===== src/rtl/core/obse_pkg.sv =====
// Shared types, codes and helpers for the order book side engine.
package obse_pkg;

   typedef enum logic [2:0] {
      OP_ADD    = 3'd0,
      OP_CANCEL = 3'd1,
      OP_PEEK   = 3'd2,
      OP_POP    = 3'd3,
      OP_FOK    = 3'd4,
      OP_SUMM   = 3'd5
   } op_type;

   localparam logic [1:0] ST_OK        = 2'd0;
   localparam logic [1:0] ST_NOT_FOUND = 2'd1;
   localparam logic [1:0] ST_FULL      = 2'd2;

   typedef struct packed {
      logic [31:0] order_id;
      logic [23:0] price;
      logic [31:0] quantity;
      logic [15:0] owner;
   } entry_type;

   typedef struct packed {
      logic load;
      logic shift;
      logic drop;
   } cell_ctrl_type;

   function automatic logic better(input logic bid, input logic [23:0] a,
                                   input logic [23:0] b);
      better = bid ? (a > b) : (a < b);
   endfunction

endpackage


===== src/rtl/core/obse_cell.sv =====
// One book slot of the rotating cell chain.
module obse_cell #(
   parameter int BOOK_DEPTH = 256,
   parameter int IDX = 0
) (
   input  logic                               clock,
   input  obse_pkg::cell_ctrl_type            ctrl,
   input  logic [$clog2(BOOK_DEPTH+1)-1:0]    fill,
   input  obse_pkg::entry_type                load_data,
   input  obse_pkg::entry_type                head_data,
   input  obse_pkg::entry_type                next_data,
   output obse_pkg::entry_type                data
);

   localparam int FILL_W = $clog2(BOOK_DEPTH + 1);

   obse_pkg::entry_type data_ff, data_in;

   always_comb begin
      data_in = data_ff;
      if (ctrl.load && fill == FILL_W'(IDX)) begin
         data_in = load_data;
      end else if (ctrl.shift) begin
         if (fill > FILL_W'(IDX + 1)) begin
            data_in = next_data;
         end else if (fill == FILL_W'(IDX + 1) && !ctrl.drop) begin
            data_in = head_data;
         end
      end
   end

   always_ff @(posedge clock) begin
      data_ff <= data_in;
   end

   assign data = data_ff;

endmodule


===== config.mk =====
export PLATFORM = sky130hd
export DESIGN_NAME = obse_cell
export DESIGN_NICKNAME = d
export VERILOG_FILES = /design/src/rtl/core/obse_pkg.sv /design/src/rtl/core/obse_cell.sv
export SDC_FILE = /design/constraint.sdc
export NUM_CORES = 1
export LEC_CHECK = 0
export BUFFER_PORTS_ARGS = -buffer_cell sky130_fd_sc_hd__buf_4
export CORE_AREA = 8 8 163 165
export CTS_CLUSTER_SIZE = 40
export DETAILED_ROUTE_END_ITERATION = 6
export DIE_AREA = 0 0 171 173
export GPL_ROUTABILITY_DRIVEN = 0
export MAX_ROUTING_LAYER = met4
export SYNTH_ARGS = -nofsm -noshare
export SYNTH_HDL_FRONTEND = slang
export SYNTH_SLANG_ARGS = --single-unit

===== constraint.sdc =====
create_clock -name clock -period 4.7 [get_ports clock]
set_input_delay 0.235 -clock clock [delete_from_list [all_inputs] [get_ports clock]]
set_output_delay 0.235 -clock clock [all_outputs]
set_load 0.05 [all_outputs]

### Word-level counts from Yosys, hierarchy flattened

Index checks and enable logic that the tools add are counted.

* flip-flop bits (word level): 104
* output and inout port bits: 104
* logic and storage cells: 17

* $lt $le $gt $ge: 1
* equality and inequality tests: 1
* multiplexer cells: 4
* reductions and logical operators: 7

Operators by type and width (count)
* two-way mux 104 bit: 4
* equality test 9 x 1 -> 1 bit, second input constant: 1
* greater-than comparator 9 x 1 -> 1 bit, second input constant: 1
* zero test 9 bit: 1
* nonzero test 3 bit: 1
* logical AND 1 bit: 2
* AND reduction 2 bit: 1
* nonzero test 2 bit: 1
* zero test 1 bit: 1

### Depth between registers and ports, before layout

Gate-level depths: netlist (run 1).

* word-level depth: 6
* gate-level depth with buffers: 6
* depth with buffers taken out: 3

### Worst setup path before layout (run 1)

Ideal clock, no wire load.

* path kind: input to register
* from: input fill[1]
* to: register data_ff (netlist bit data[0]), enable pin
* arrival time: 3434 ps
* data required time: 4226 ps
* slack: 792 ps
* cell stages on the path: 5
* path through: nor4_4 and2_1 buf_2 buf_4 a22o_1

* cells in the longest elaborated chain, start to end: 4
* elaborated cells on any way between the ends: 8
* classes of those cells: order compare: 1; eq/ne: 1; reduce/logical: 6

Ends and longest elaborated chain
* start: declaration: RTL line obse_cell.sv:8 `input logic [$clog2(BOOK_DEPTH+1)-1:0] fill,`
* parallel branches: the longest is 3 deep, another holds greater-than comparator 9 x 1 -> 1 bit
* AND reduction 2 bit (no source line) *
* end signal: assignment: RTL line obse_cell.sv:33 `data_ff <= data_in;`
* end: declaration: RTL line obse_cell.sv:17 `obse_pkg::entry_type data_ff, data_in;`

Every way passes the cells marked *.
A chain may end at the register's enable or synchronous reset.

### Worst setup path in the final report (run 1)

* from: input fill[1]
* to: register data_ff (netlist bit data[78]), enable pin

Same word-level chain as after synthesis.

==> impl_metrics.py, run 1 <==
metrics = {
    "logic_synthesis": {
        "syn_avg_cell_area_um2": 11.73,
        "synth_warnings": 0,
        "synth_fp_nets": 794,
        "netlist_area_mm2": 0.005500,
        "synth.most_common_cell": "a21oi_1",
        "yosysUniqueCellTypes": 12,
        "synth-edff-count": 104,
        "yosys.area.top_type_share_pct": 56.78,
        "synth_common_cells": "a21oi_1 (208), edfxtp_1 (104), mux2i_1 (104)",
        "synth_ff_type": "edfxtp_1",
        "synthCells": 469,
        "synth_area_leaders": "edfxtp_1 (57%), a21oi_1 (19%), mux2i_1 (19%), buf_2 (3.2%), nor4_4 (0.77%)",
        "yosysSeqAreaShare_pct": 56.78,
        "yosysTopAreaCell": "edfxtp_1",
        "yosys_register_bits": 104,
        "async_flop_share_pct": 0,
    },
    "critical_path": {
        "critical_path_arrival_ps": 2330,
        "path_max_fanout": 69,
        "required_ps": 4670,
        "cp-end-kind": "register",
        "cp-startpoint": "fill[1]",
        "startpoint_type": "primary input",
        "worst-setup-path-type": "in2reg",
    },
    "route": {
        "vias_per_cell": 4.498,
        "drt_pass1_iterations": 4,
        "drcViolationCount": 0,
        "drtIter0Drc": 291,
        "finalWirelength_um": 24370,
        "wl_per_cell_um": 20.32,
        "vias": 5393,
        "ant_nets": 0,
    },
    "placed_design": {
        "io_buffers": 428,
        "dp_hpwl_um": 18960,
    },
    "timing": {
        "tns_ps": 0,
        "setup_viol": 0,
        "min_period_ps": 2362,
        "finalHoldViolations": 0,
        "rsz0062_at_grt": "no",
        "fmax_mhz": 423.4,
        "drv_slew": 0,
        "relSlewSlack_pct": 32.43,
        "fin_crit_sh_pct": 50.25,
        "worst_slew_pin_slew_ps": 1013,
    },
    "die": {
        "core_mm2": 0.02396,
        "ioPinCount": 429,
        "die-width_um": 171,
        "die_y_um": 173,
        "rows": 57,
        "die_area_mm2": 0.02958,
        "start_util_pct": 22.95,
    },
    "finish": {
        "fillerInstances": 2431,
        "n_antenna_cell": 0,
        "syn_to_final_growth_pct": 68.15,
        "largest_register_ffs": 104,
        "multi_input_area_mm2": 0.002176,
        "drive_above_1_share_pct": 51.89,
        "seq_area_mm2": 0.003123,
        "nets": 1195,
    },
    "power_and_ir_drop": {
        "p_total_uw": 2625,
        "power_density_mw_per_mm2": 283.8,
        "ir_worst_vdd_mv": 0.1065,
        "p_leak_uw": 0.004012,
    },
    "clock_tree": {
        "post-cts-setup-buffers": 0,
        "ctsRootBufferMaster": "clkbuf_16",
        "clkSinkCount": 104,
        "clockBufferDepth": 2,
        "h-tree-depth": 3,
        "postCtsHoldBufs": 0,
        "clkSlewWorstSetupHoldPaths_ps": 80,
        "postCtsResizedCells": 0,
        "cts-buffers-inserted": 9,
        "cts_tree": "built",
    },
    "global_routing": {
        "antenna_found_initial": 0,
        "grt-ovfl-total": 0,
        "grt_max_degree": 87,
        "grtUsageTotal_pct": 15.97,
        "grt_pass1_wl_um": 35180,
        "grt_pass1_vias": 5989,
    },
    "run_status": {
        "outcome": "finished, final reports clean",
    },
    "worst_hold_path": {
        "holdCritPathClass": "in2reg",
        "min_from": "next_data[67]",
    },
    "flow_run": {
        "maxCapViolCount": 0,
    },
}
worst paths after layout:
path                        endpoint  slack, ps  cells after the start
setup / recovery  data[78]$_DFFE_PP_       2340                      5
hold / removal    data[67]$_DFFE_PP_        210                      3
worst max-delay path: stages:
cell,delay [ps]
buf_4,120
nor4_4,280
and2_4,320
a22o_4,500
buf_4,770
layer usage:
metal | vias up | part of all wire (%) | GRT usage, %
li1 | 2608 | - | -
met1 | 2482 | 39 | 17.30
met5 | - | 0 | -
met2 | 290 | 50 | 27.37
met4 | 0 | 0.91 | 3.262
met3 | 13 | 11 | 6.149
report_power, final:
part           internal (uW)  switching, uW
clock                    361            353
combinational            328            456
sequential              1110           21.1
total                   1790            831
cell families (layout without fill, tap and decap cells):
group	Yosys count	in the layout	synth area share, %
flip-flops	104	104	56.78
AO/OA/AOI/OAI	209	209	19.09
buffers and inverters	46	452	4.004
multiplexers	104	104	18.93
AND/OR/NAND/NOR	6	6	1.206
through the flow:
step	instance area [um2]	worst slack, ps	util [%]	std cells	hold WS (ps)
after floorplan	5500	792.4	-	469	461.6
after global placement	8977	1956	37.46	1183	552.6
after detailed placement	8977	1907	37.46	1183	561.3
after CTS	9249	2300	38.60	1199	177.5
after global routing	9249	2170	38.60	1199	181.6
final	9249	2338	38.60	1199	206.6
cells in the final DEF, fill, tap and decap left out, drive strengths merged:
master and instances:
mux2i 104, inv 2, nor2b 1, a22o 1, and2 1, edfxtp 104, clkinv 5, a21oi 208
nand3 1, nand2b 1, clkbuf 9, buf 436, nor4 2
layout make-up:
cell class,count,area share [%]
clock inverters,7,0.5005
repair buffers,436,35.39
multi-input cells,319,23.53
clock buffers,9,2.435
flip-flops and latches,104,33.77
well taps,324,4.383
(Power assumes the default switching activity.)
==> inputs of run 2 (changes only) <==
==> constraint.sdc (replaced) <==
create_clock -name clock -period 2.2 [get_ports clock]
set_input_delay 0.11 -clock clock [delete_from_list [all_inputs] [get_ports clock]]
set_output_delay 0.11 -clock clock [all_outputs]
set_load 0.05 [all_outputs]
==> run 2 against run 1 <==
Effect of this change: sequential share of layout area is 0.68 points lower; largest cell class unchanged; non-clock buffer count increased by 7; power grew 120%; final area rose by 2.1%; core utilization increased by 0.79 points; clock power up 130%; final cell count is 0.58% higher; critical endpoint is now data[91]$_DFFE_PP_.
==> impl_metrics.py, run 2 (synthesized netlist as in run 1, its figures left out) <==
metrics = {
    "run_status": {
        "outcome": "finished, final reports clean",
    },
    "power_and_ir_drop": {
        "switchingPower_uw": 1787,
        "p_leak_uw": 0.004087,
        "p_int_uw": 3972,
        "pwr-share-comb_pct": 29.4,
        "ir_worst_vdd_mv": 0.2325,
        "pwr-share-clk_pct": 28.7,
        "power_density_mw_per_mm2": 610.1,
        "p_total_uw": 5759,
        "switching_share_pct": 31.03,
        "power_frac_seq_pct": 41.9,
    },
    "finish": {
        "largest_register_ffs": 104,
        "syn_to_final_growth_pct": 71.61,
        "nets": 1202,
        "n_antenna_cell": 0,
        "drive_above_1_share_pct": 52.38,
        "layout_common_cells": "buf_4 (434), a21oi_1 (208), mux2i_1 (104), edfxtp_1 (104)",
        "final_common_cell": "buf_4",
    },
    "timing": {
        "relSlewSlack_pct": 69.59,
        "whs_ps": 77.86,
        "setup_viol": 0,
        "fmax_mhz": 698.8,
        "tns_ps": 0,
        "fin_crit_sh_pct": 65.04,
        "worst_slew_pin_slew_ps": 456.2,
        "min_period_ps": 1431,
        "drv_slew": 0,
        "rsz0062_at_grt": "no",
        "finalHoldViolations": 0,
    },
    "critical_path": {
        "cp-end-kind": "register",
        "cpMaxStageDelayCell": "nor4_4",
        "startpoint_type": "primary input",
        "path_cells": "buf_4 > nor4_4 > and2_4 > a22o_4 > buf_12",
        "worst-setup-path-type": "in2reg",
        "critical_path_arrival_ps": 1420,
        "path_max_fanout": 70,
        "required_ps": 2190,
        "slowest_delay_ps": 390,
    },
    "global_routing": {
        "grt_pass1_vias": 6004,
        "grt-ovfl-total": 0,
        "grtUsageTotal_pct": 15.92,
        "grt_max_degree": 93,
        "antenna_found_initial": 0,
        "grt_pass1_wl_um": 35270,
    },
    "die": {
        "die_area_mm2": 0.02958,
        "die_y_um": 173,
        "start_util_pct": 22.95,
        "die-width_um": 171,
        "ioPinCount": 429,
        "core_mm2": 0.02396,
        "rows": 57,
    },
    "route": {
        "drt_pass1_iterations": 4,
        "drcViolationCount": 0,
        "ant_nets": 0,
        "wl_per_cell_um": 20.11,
        "drtIter0Drc": 259,
        "vias_per_cell": 4.517,
        "vias": 5447,
        "finalWirelength_um": 24250,
    },
    "flow_run": {
        "maxCapViolCount": 0,
    },
    "placed_design": {
        "dp_hpwl_um": 18970,
        "io_buffers": 428,
    },
    "clock_tree": {
        "ctsRootBufferMaster": "clkbuf_16",
        "clockBufferDepth": 2,
        "postCtsHoldBufs": 0,
        "cts_tree": "built",
        "postCtsResizedCells": 0,
        "cts-buffers-inserted": 9,
        "post-cts-setup-buffers": 0,
        "clkSinkCount": 104,
        "clkSlewWorstSetupHoldPaths_ps": 80,
        "h-tree-depth": 3,
    },
    "worst_hold_path": {
        "holdCritPathClass": "in2reg",
    },
}
==> run 2: per-stage QoR <==
stage          std cells  instance area [um2]  util, %  setup slack [ps]
4_1_cts             1206                 9439    39.39             779.4
6_report            1206                 9439    39.39             769.0
3_3_place_gp        1190                 9143    38.15             438.6
5_1_grt             1206                 9439    39.39             697.5
3_5_place_dp        1190                 9143    38.15             401.7
2_1_floorplan        469                 5509        -             138.7
==> run 2: final cells by class <==
cell class,instances,area [um2]
well taps,324,405.4
repair buffers,443,3438
flip-flops and latches,104,3123
fillers,2433,14520
clock inverters,6,67.56
clock buffers,10,229.0
multi-input cells,319,2176
==> run 2: critical path, delay by kind of cell <==
family / cells / cell delay [ps]
compound gates: 1 / 170
buf+inv: 2 / 460
simple gates: 2 / 640
==> run 2: path summary, 6_finish.rpt <==
path / from / to / slack [ps] / depth (start not counted)
max: fill[1] / data[91]$_DFFE_PP_ / 770 / 5
min: next_data[90] / data[90]$_DFFE_PP_ / 80 / 3
==> run 2: power groups by stage <==
stage / clock network, uW / registers, uW / logic (uW)
after detailed placement: 0 / 2460 / 1710
final: 1650 / 2410 / 1690
after CTS: 1730 / 2420 / 1710
after global placement: 0 / 2450 / 1700
after global routing: 1790 / 2430 / 1790
after floorplan: 0 / 3020 / 307
==> run 2: per-layer routing <==
layer / global-route usage (%) / routed length [um]
met1: 17.22 / 9102
met2: 27.12 / 12160
met3: 6.536 / 2754
met4: 2.972 / 230
met5: - / 0
